`src/hw/rtl/spq_pkg.sv`:
```
// Shared types and constants for the sorted priority queue.
// Depends on nothing; the datapath, controller and top use it by scoped names.
`default_nettype none

package spq_pkg;

    localparam int DATA_W = 32;

    // Operation codes of a request beat
    localparam logic OP_ENQUEUE = 1'b0;
    localparam logic OP_DEQUEUE = 1'b1;

    // Status codes of a response beat
    localparam logic [1:0] STATUS_OK    = 2'd0;
    localparam logic [1:0] STATUS_FULL  = 2'd1;
    localparam logic [1:0] STATUS_EMPTY = 2'd2;

    // Data returned by a dequeue from an empty queue
    localparam logic [DATA_W-1:0] EMPTY_DATA = '1;

    typedef struct packed {
        logic                     operation;
        logic signed [DATA_W-1:0] value;
    } req_t;

    typedef struct packed {
        logic signed [DATA_W-1:0] data;
        logic [1:0]               status;
        logic                     is_empty;
        logic                     is_full;
    } rsp_t;

    // Read address select for the entry store
    typedef enum logic [1:0] {
        RD_TAIL_M1,
        RD_K_M2,
        RD_HEAD
    } rd_sel_t;

    // Kind of result staged for the response register
    typedef enum logic [1:0] {
        RES_ENQ_OK,
        RES_ENQ_FULL,
        RES_DEQ_OK,
        RES_DEQ_EMPTY
    } res_kind_t;

    // Controller to datapath
    typedef struct packed {
        logic      load_item;
        logic      rd_en;
        rd_sel_t   rd_sel;
        logic      shift;
        logic      put;
        logic      deq;
        logic      res_load;
        res_kind_t res_kind;
        logic      rsp_load;
    } cmd_t;

    // Datapath to controller
    typedef struct packed {
        logic full;
        logic empty;
        logic greater;
        logic more_below;
        logic rsp_free;
    } stat_t;

endpackage

`default_nettype wire

```
`src/hw/rtl/spq_ram.sv`:
```
// Generic single-write, single-read RAM with registered read data.
// Depends on nothing.
`default_nettype none

module spq_ram #(
    parameter int WIDTH = 32,
    parameter int DEPTH = 16
) (
    input  wire logic                     clk,
    input  wire logic                     wr_en,
    input  wire logic [$clog2(DEPTH)-1:0] wr_addr,
    input  wire logic [WIDTH-1:0]         wr_data,
    input  wire logic                     rd_en,
    input  wire logic [$clog2(DEPTH)-1:0] rd_addr,
    output logic      [WIDTH-1:0]         rd_data
);

    logic [WIDTH-1:0] mem [DEPTH];

    always_ff @(posedge clk)
    begin
        if (wr_en)
        begin
            mem[wr_addr] <= wr_data;
        end
        if (rd_en)
        begin
            rd_data <= mem[rd_addr];
        end
    end

endmodule

`default_nettype wire

```
`src/hw/rtl/spq_datapath.sv`:
```
// Datapath of the sorted priority queue: entry store, indices, compare,
// staged result and response register. Depends on spq_pkg and spq_ram.
`default_nettype none

module spq_datapath #(
    parameter int DEPTH = 16
) (
    input  wire logic          clk,
    input  wire logic          rst_n,
    input  wire spq_pkg::req_t req,
    input  wire spq_pkg::cmd_t cmd,
    output spq_pkg::stat_t     stat,
    output spq_pkg::rsp_t      rsp,
    output logic               rsp_valid,
    input  wire logic          rsp_stall
);

    localparam int AW = $clog2(DEPTH);
    localparam int IW = $clog2(DEPTH + 1);

    logic signed [spq_pkg::DATA_W-1:0] val_reg;
    logic [IW-1:0]                     head_reg;
    logic [IW-1:0]                     tail_reg;
    logic [IW-1:0]                     k_reg;
    logic [spq_pkg::DATA_W-1:0]        res_data_reg;
    logic [1:0]                        res_status_reg;
    spq_pkg::rsp_t                     rsp_reg;
    logic                              rsp_valid_reg;

    logic [IW-1:0]              tail_m1;
    logic [IW-1:0]              k_m2;
    logic [IW-1:0]              head_p1;
    logic [IW-1:0]              rd_index;
    logic                       wr_en;
    logic [spq_pkg::DATA_W-1:0] wr_data;
    logic [spq_pkg::DATA_W-1:0] rd_data;
    logic                       q_empty;
    logic                       q_full;

    assign tail_m1 = tail_reg - IW'(1);
    assign k_m2    = k_reg - IW'(2);
    assign head_p1 = head_reg + IW'(1);

    // Read address select
    always_comb
    begin
        case (cmd.rd_sel)
            spq_pkg::RD_TAIL_M1: rd_index = tail_m1;
            spq_pkg::RD_K_M2:    rd_index = k_m2;
            spq_pkg::RD_HEAD:    rd_index = head_reg;
            default:             rd_index = head_reg;
        endcase
    end

    // Shift moves the entry just read up one slot; put drops the new value in
    assign wr_en   = cmd.shift | cmd.put;
    assign wr_data = cmd.shift ? rd_data : val_reg;

    spq_ram #(
        .WIDTH (spq_pkg::DATA_W),
        .DEPTH (DEPTH)
    ) u_store (
        .clk     (clk),
        .wr_en   (wr_en),
        .wr_addr (k_reg[AW-1:0]),
        .wr_data (wr_data),
        .rd_en   (cmd.rd_en),
        .rd_addr (rd_index[AW-1:0]),
        .rd_data (rd_data)
    );

    assign q_empty = (head_reg == '0) && (tail_reg == '0);
    assign q_full  = (tail_reg == IW'(DEPTH));

    // Status back to the controller
    always_comb
    begin
        stat.full       = q_full;
        stat.empty      = q_empty;
        stat.greater    = val_reg > $signed(rd_data);
        stat.more_below = k_reg > head_p1;
        stat.rsp_free   = !rsp_valid_reg || !rsp_stall;
    end

    // Indices and insert cursor
    always_ff @(posedge clk or negedge rst_n)
    begin
        if (!rst_n)
        begin
            head_reg <= '0;
            tail_reg <= '0;
            k_reg    <= '0;
        end
        else
        begin
            if (cmd.load_item)
            begin
                k_reg <= tail_reg;
            end
            else if (cmd.shift)
            begin
                k_reg <= k_reg - IW'(1);
            end
            if (cmd.put)
            begin
                tail_reg <= tail_reg + IW'(1);
            end
            if (cmd.deq)
            begin
                if (head_p1 >= tail_reg)
                begin
                    head_reg <= '0;
                    tail_reg <= '0;
                end
                else
                begin
                    head_reg <= head_p1;
                end
            end
        end
    end

    // Item value and staged result
    always_ff @(posedge clk)
    begin
        if (cmd.load_item)
        begin
            val_reg <= req.value;
        end
        if (cmd.res_load)
        begin
            case (cmd.res_kind)
                spq_pkg::RES_ENQ_OK:
                begin
                    res_data_reg   <= '0;
                    res_status_reg <= spq_pkg::STATUS_OK;
                end
                spq_pkg::RES_ENQ_FULL:
                begin
                    res_data_reg   <= '0;
                    res_status_reg <= spq_pkg::STATUS_FULL;
                end
                spq_pkg::RES_DEQ_OK:
                begin
                    res_data_reg   <= rd_data;
                    res_status_reg <= spq_pkg::STATUS_OK;
                end
                default:
                begin
                    res_data_reg   <= spq_pkg::EMPTY_DATA;
                    res_status_reg <= spq_pkg::STATUS_EMPTY;
                end
            endcase
        end
    end

    // Response register
    always_ff @(posedge clk or negedge rst_n)
    begin
        if (!rst_n)
        begin
            rsp_valid_reg <= 1'b0;
        end
        else if (cmd.rsp_load)
        begin
            rsp_valid_reg <= 1'b1;
        end
        else if (!rsp_stall)
        begin
            rsp_valid_reg <= 1'b0;
        end
    end

    always_ff @(posedge clk)
    begin
        if (cmd.rsp_load)
        begin
            rsp_reg.data     <= $signed(res_data_reg);
            rsp_reg.status   <= res_status_reg;
            rsp_reg.is_empty <= q_empty;
            rsp_reg.is_full  <= q_full;
        end
    end

    assign rsp       = rsp_reg;
    assign rsp_valid = rsp_valid_reg;

    // Live window stays ordered: head below tail, or both at zero
    a_window: assert property (@(posedge clk) disable iff (!rst_n)
        (head_reg < tail_reg) || q_empty)
        else $error("head/tail window broken");

    // A put grows the queue by exactly one entry
    a_put_grows: assert property (@(posedge clk) disable iff (!rst_n)
        cmd.put |=> (tail_reg == $past(tail_reg) + IW'(1)))
        else $error("tail did not advance on put");

    // A shift only happens above the head
    a_shift_above_head: assert property (@(posedge clk) disable iff (!rst_n)
        cmd.shift |-> (k_reg > head_reg))
        else $error("shift at or below head");

endmodule

`default_nettype wire

```
`src/hw/rtl/spq_controller.sv`:
```
// Controller of the sorted priority queue: sequences insert, remove and
// response handoff. Depends on spq_pkg.
`default_nettype none

module spq_controller (
    input  wire logic           clk,
    input  wire logic           rst_n,
    input  wire logic           req_valid,
    input  wire logic           req_op,
    output logic                req_stall,
    input  wire spq_pkg::stat_t stat,
    output spq_pkg::cmd_t       cmd
);

    typedef enum logic [2:0] {
        S_IDLE,
        S_CMP,
        S_PUT,
        S_DEQ,
        S_DONE
    } state_t;

    state_t state_reg;
    state_t state_next;

    assign req_stall = (state_reg != S_IDLE);

    // Next state and datapath commands
    always_comb
    begin
        state_next   = state_reg;
        cmd          = '0;
        cmd.rd_sel   = spq_pkg::RD_HEAD;
        cmd.res_kind = spq_pkg::RES_ENQ_OK;
        unique case (state_reg)
            S_IDLE:
            begin
                if (req_valid)
                begin
                    cmd.load_item = 1'b1;
                    if (req_op == spq_pkg::OP_ENQUEUE)
                    begin
                        if (stat.full)
                        begin
                            cmd.res_load = 1'b1;
                            cmd.res_kind = spq_pkg::RES_ENQ_FULL;
                            state_next   = S_DONE;
                        end
                        else if (stat.empty)
                        begin
                            state_next = S_PUT;
                        end
                        else
                        begin
                            cmd.rd_en  = 1'b1;
                            cmd.rd_sel = spq_pkg::RD_TAIL_M1;
                            state_next = S_CMP;
                        end
                    end
                    else
                    begin
                        if (stat.empty)
                        begin
                            cmd.res_load = 1'b1;
                            cmd.res_kind = spq_pkg::RES_DEQ_EMPTY;
                            state_next   = S_DONE;
                        end
                        else
                        begin
                            cmd.rd_en  = 1'b1;
                            cmd.rd_sel = spq_pkg::RD_HEAD;
                            state_next = S_DEQ;
                        end
                    end
                end
            end
            // Walk down from the tail, moving smaller entries up one slot
            S_CMP:
            begin
                if (stat.greater)
                begin
                    cmd.shift = 1'b1;
                    if (stat.more_below)
                    begin
                        cmd.rd_en  = 1'b1;
                        cmd.rd_sel = spq_pkg::RD_K_M2;
                    end
                    else
                    begin
                        state_next = S_PUT;
                    end
                end
                else
                begin
                    state_next = S_PUT;
                end
            end
            S_PUT:
            begin
                cmd.put      = 1'b1;
                cmd.res_load = 1'b1;
                cmd.res_kind = spq_pkg::RES_ENQ_OK;
                state_next   = S_DONE;
            end
            S_DEQ:
            begin
                cmd.deq      = 1'b1;
                cmd.res_load = 1'b1;
                cmd.res_kind = spq_pkg::RES_DEQ_OK;
                state_next   = S_DONE;
            end
            S_DONE:
            begin
                if (stat.rsp_free)
                begin
                    cmd.rsp_load = 1'b1;
                    state_next   = S_IDLE;
                end
            end
            default:
            begin
                state_next = S_IDLE;
            end
        endcase
    end

    always_ff @(posedge clk or negedge rst_n)
    begin
        if (!rst_n)
        begin
            state_reg <= S_IDLE;
        end
        else
        begin
            state_reg <= state_next;
        end
    end

    // Dropped or empty requests go straight to the response handoff
    a_fast_path: assert property (@(posedge clk) disable iff (!rst_n)
        (state_reg == S_IDLE && req_valid &&
         ((req_op == spq_pkg::OP_ENQUEUE && stat.full) ||
          (req_op == spq_pkg::OP_DEQUEUE && stat.empty)))
        |=> (state_reg == S_DONE))
        else $error("dropped request did not go to response");

    // Store is never written while a response is being handed off
    a_no_write_in_done: assert property (@(posedge clk) disable iff (!rst_n)
        (state_reg == S_DONE) |-> !(cmd.shift || cmd.put || cmd.deq))
        else $error("store update during response handoff");

    // Handoff waits while the response register is still held
    a_hold_done: assert property (@(posedge clk) disable iff (!rst_n)
        (state_reg == S_DONE && !stat.rsp_free) |=> (state_reg == S_DONE))
        else $error("response handoff left while register busy");

endmodule

`default_nettype wire

```
`src/hw/rtl/sorted_priority_queue.sv`:
```
// Max-priority queue kept as a descending sorted array in a RAM.
// A dropped enqueue or an empty dequeue goes straight to the response
// handoff; a dequeue first reads the head, and an enqueue first walks down
// from the tail, at most DEPTH-1 compares, one RAM read per compare.
// The next request is taken the cycle after the response is registered.
// Reset clears head, tail and control at once; the store holds no reset.
`default_nettype none

module sorted_priority_queue #(
    parameter int DEPTH = 16
) (
    input  wire logic          clk,
    input  wire logic          rst_n,
    input  wire logic          req_valid,
    output logic               req_stall,
    input  wire spq_pkg::req_t req,
    output logic               rsp_valid,
    input  wire logic          rsp_stall,
    output spq_pkg::rsp_t      rsp
);

    spq_pkg::cmd_t  cmd;
    spq_pkg::stat_t stat;

    spq_controller u_ctrl (
        .clk       (clk),
        .rst_n     (rst_n),
        .req_valid (req_valid),
        .req_op    (req.operation),
        .req_stall (req_stall),
        .stat      (stat),
        .cmd       (cmd)
    );

    spq_datapath #(
        .DEPTH (DEPTH)
    ) u_dp (
        .clk       (clk),
        .rst_n     (rst_n),
        .req       (req),
        .cmd       (cmd),
        .stat      (stat),
        .rsp       (rsp),
        .rsp_valid (rsp_valid),
        .rsp_stall (rsp_stall)
    );

endmodule

`default_nettype wire
```
`config.mk`:
```
export PLATFORM = sky130hd
export DESIGN_NAME = sorted_priority_queue
export DESIGN_NICKNAME = d
export VERILOG_FILES = /design/src/hw/rtl/spq_pkg.sv /design/src/hw/rtl/spq_ram.sv /design/src/hw/rtl/spq_datapath.sv /design/src/hw/rtl/spq_controller.sv /design/src/hw/rtl/sorted_priority_queue.sv
export SDC_FILE = /design/constraint.sdc
export NUM_CORES = 1
export LEC_CHECK = 0
export BUFFER_PORTS_ARGS = -buffer_cell sky130_fd_sc_hd__buf_2
export CAP_MARGIN = 10
export CORE_ASPECT_RATIO = 1.5
export CORE_MARGIN = 8
export CORE_UTILIZATION = 34
export CTS_BUF_LIST = sky130_fd_sc_hd__clkbuf_4
export DETAILED_ROUTE_END_ITERATION = 10
export PLACE_DENSITY = 0.58
export SLEW_MARGIN = 20
export SYNTH_ARGS = -nofsm -noshare
export SYNTH_HDL_FRONTEND = slang
export SYNTH_HIERARCHICAL = 1
export SYNTH_SLANG_ARGS = --single-unit
```
`constraint.sdc`:
```
create_clock -name clk -period 6.24 [get_ports clk]
set_clock_uncertainty 0.1 [all_clocks]
set_input_delay 1.872 -clock clk [delete_from_list [all_inputs] [get_ports clk]]
set_output_delay 1.872 -clock clk [all_outputs]
set_load 0.02 [all_outputs]
```
==> results.md <==
- CTS tree: yes
- Floorplan core area: 76900 um2
- Standard cell with the maximum stage delay on the critical path: sky130_fd_sc_hd__o21ai_0
- Category of the worst setup path launch point: register
- Startpoint of the most critical hold path: u_dp/res_data_reg[8]
- Worst Path Max Fanout: 32
- Largest net degree at the start of global routing: 85
- Clock group share of total power: 24.4%
- Relative area change from synthesis to final layout: 15.8%
- Register bit total from synthesis: between 600 and 700
- Number of endpoints failing setup at the final stage: 0
- Fin. max-slew vios: 0
- Combined area of the multi-input logic cells: 6050 um2
- Required time at the worst-slack endpoint: 6890 ps
- Highest clock rate: 170 MHz
- Switching Fraction: about a third
- Worst path cell trace: inv_1 -> ha_1 -> nand4_1 -> nor3_1 -> a221o_1 -> o31ai_1 -> a41oi_1 -> nor4bb_4 -> and2_1 -> a21oi_1 -> o21ai_0 -> and2_1 -> buf_4 -> a22oi_1 -> nand2_1
- Type of the setup path with the least slack: register to register
- Die Outline Area: 86500 um2
- Startpoint of the most critical register-to-register path: u_dp/u_store/rd_data[15]
- Max-cap check violation count: 0
- Max reg flops: approximately 500
- Remaining Overflow, GRT: 0
- Critical register-to-register path endpoint: u_dp/u_store/rd_data[31]
- Peak supply drop: 431 uV
- Crit end category: register
- Cell count after synthesis: 1312
- Clk slew on worst S/H paths: about 80 ps
- Post-route DRC: 0
- Post-Syn Nets: 1399
- Netlist area before placement: ~26000 um2
- Synthesized area divided by synthesized cell count: around 20 um2
- Leak Pwr: 10.1 nW
- Hold bufs inserted after CTS: 0
- Resized cells post-CTS: 0
- Share of final-layout standard cells stronger than drive strength 1: approximately a third
- Routed WL: 66700 um
- CP dominant cell by count: sky130_fd_sc_hd__and2_1
- Total placed cells including tap cells: 2379
- Internal portion of total power: 10.3 mW
- Clock net sink count: 665
- Total of fill cells in the finished design: 7004
- Floorplan row count: about 130
- Placer's final routability congestion estimate: 0.765
- DP Wirelength: about 36000 um
- Via count: between 10000 and 15000
- Number of distinct library cell variants in the gate-level netlist after synthesis: 51
- Non-Filler Instances: 2654
- Worst path arrival time: 6550 ps
- Width of the die: 243 um
- Number of cells on the worst hold path: 0
- Setup slack at placement: -60.1 ps
- CTS Root Buffer Type: sky130_fd_sc_hd__clkbuf_4
- Clock latency at the later pin of the worst-skew pair: 920 ps
- Detailed-router iteration count before antenna repair: 7
- Tmin final: 5900 ps
- TritonCTS buffer count: 150
- Final Cycle Share: between 90% and 100%
- Port bufs: 74
- Ports: 75
- Net Sw Power: 4.93 mW
- Max clock buf depth: 3
- Vert. Die Dim: about 360 um
- Endpoint, Worst Hold: u_dp/rsp[12]
- Result of the run: completed
- Reg2Reg Depth: 15
- Peak per-stage delay on the critical path: ~860 ps
- Proportion of power drawn by flip-flops and latches: 42.6%
- Storage element area: ~20000 um2
- H-tree depth reported by CTS: 4
- Pwr/cell area: 501 nW/um2
- Detailed-route wire length per cell: 25.1 um
- Starting utilization of the core area: 34.1%
- Unrepaired setup endpoints after global routing: no
- Normalized max-slew margin: 33.1%
- Number of antenna-violating nets in the routed design: 0
- Transition time at the pin with the least slew margin: approximately 990 ps
- Mean number of vias per cell: roughly 5.2
- Smallest setup slack after layout: 342 ps
- Total GRT Usage: 15.4%
- First-pass GRT wire length: 97300 um
- Kind of path behind the tightest hold check: register to register
- Count of synthesis-stage warnings from yosys: 6
- DRT iter0 DRCs: around 1100
- Final hold viol count: 0
- Number of antenna violations at the first check in global routing: 4
- Number of global-route vias before repair: 14500
- Worst setup slack for register-to-register paths: 340 ps
- Combinational share of power: 33.1%
- Nets@finish: 1608
- Sequential fraction of the synthesis area: 75.7%
kinds of logic (layout without fill, tap and decap cells):
group | Yosys count | count (layout) | share of synthesized area (%)
flops | 665 | 665 | 75.7
mux | 163 | 163 | 12.5
compound gates | 154 | 154 | 4.12
simple gates | 151 | 151 | 2.94
buf+inv | 115 | 438 | 1.89
fa+ha+maj | 50 | 50 | 2.38
xor+xnor | 14 | 14 | 0.467
other cells | 0 | 3 | 0
critical path: cells and delay by family, from the launching register on:
family / cells / cell delay, ps
AND/OR/NAND/NOR: 6 / 2250
adder cells (fa/ha/maj): 1 / 300
buffers and inverters: 2 / 610
AO/OA/AOI/OAI: 6 / 2080
flip-flops: 1 / 410
power by group through the flow:
stage / Sequential, mW / Combinational, mW / Clock [mW]
floorplan: 6.46 / 3.47 / 0
global placement: 6.57 / 4.96 / 0
detailed placement: 6.58 / 5.03 / 0
CTS: 6.49 / 5.12 / 3.84
global route: 6.53 / 5.47 / 4.03
finish: 6.48 / 5.03 / 3.71
final cells by class:
cell class / instances / share of cell area [%]
Inverter: 52 / 0.642
Clock inverter: 54 / 1.67
Clock buffer: 212 / 5.24
Multi-Input combinational cell: 532 / 19.9
Tap cell: 1016 / 4.18
Timing Repair Buffer: 120 / 2.97
Antenna cell: 3 / 0.0247
Sequential cell: 665 / 65.4
cell usage in the layout, fill, tap and decap left out, drive strengths merged, types with 31 or more instances in the layout:
master | netlist | routed
a22oi | 64 | 64
buf | 35 | 120
mux4 | 128 | 128
clkinv | 0 | 41
ha | 50 | 50
mux2 | 31 | 31
clkbuf | 28 | 212
nand2 | 57 | 57
inv | 52 | 54
o21a | 34 | 34
edfxtp | 646 | 646
routing by layer:
| metal | routed length [um] | track usage (%) |
|---|---|---|
| met5 | 0 | 0 |
| met4 | 2000 | 6.15 |
| met2 | 34100 | 26.5 |
| met1 | 26700 | 18.7 |
| met3 | 3940 | 3.13 |
how the worst max path moves through the flow:
stage / start / to / slack [ps]
after floorplan: u_dp/val_reg[29] / u_dp/u_store/mem[0][0] / 510
after global routing: u_dp/u_store/rd_data[15] / u_dp/u_store/rd_data[28] / 50
after global placement: u_dp/u_store/rd_data[15] / u_dp/u_store/rd_data[17] / 9
after detailed placement: u_dp/val_reg[14] / u_dp/u_store/rd_data[19] / -60
final: u_dp/u_store/rd_data[15] / u_dp/u_store/rd_data[31] / 340
after CTS: u_dp/u_store/rd_data[15] / u_dp/u_store/rd_data[28] / 230
metrics by stage:
stage	TNS [ps]	power, mW	utilization (%)	hold slack (ps)	area, um2
floorplan	0	9.93	-	300	26200
global placement	0	11.5	36.7	302	28200
detailed placement	-512	11.6	36.7	305	28200
CTS	0	15.4	39.5	293	30400
global route	0	16.0	39.5	308	30400
finish	0	15.2	39.5	306	30400
cells in the mapped netlist (all sizes together):
library cell / instances / share of area [%]
nand3b: 4 / 0.11
nor3b: 1 / 0.029
a41oi: 1 / 0.033
edfxtp: 646 / 74
nor4b: 1 / 0.091
inv: 52 / 0.74
or2: 1 / 0.024
o21ai: 17 / 0.35
a21oi: 19 / 0.36
nor2: 28 / 0.40
a21o: 9 / 0.27
or3: 1 / 0.029
xnor2: 12 / 0.40
a221o: 1 / 0.038
xor2: 2 / 0.067
o41ai: 1 / 0.062
a22oi: 64 / 1.8
nor2b: 6 / 0.14
mux2: 31 / 1.3
ha: 50 / 2.4
nand2b: 5 / 0.12
mux2i: 4 / 0.15
o31ai: 1 / 0.029
a211oi: 2 / 0.057
or3b: 1 / 0.033
nor3: 12 / 0.25
nand3: 12 / 0.23
o22ai: 3 / 0.072
nand2: 57 / 0.82
buf: 35 / 0.75
and3: 3 / 0.072
and2: 5 / 0.13
nor4: 2 / 0.072
clkbuf: 28 / 0.40
and4: 1 / 0.033
nand4: 9 / 0.24
nor4bb: 1 / 0.095
dfrtp: 19 / 1.8
or2b: 1 / 0.029
mux4: 128 / 11
o21a: 34 / 0.97
a31oi: 2 / 0.048
repair_timing:
item,4_1_cts,5_1_grt
endpoints found under the hold margin,0,0
setup buffers,5,0
setup endpoints to repair,16,0
No activity file was read; power rests on OpenSTA's default activity.
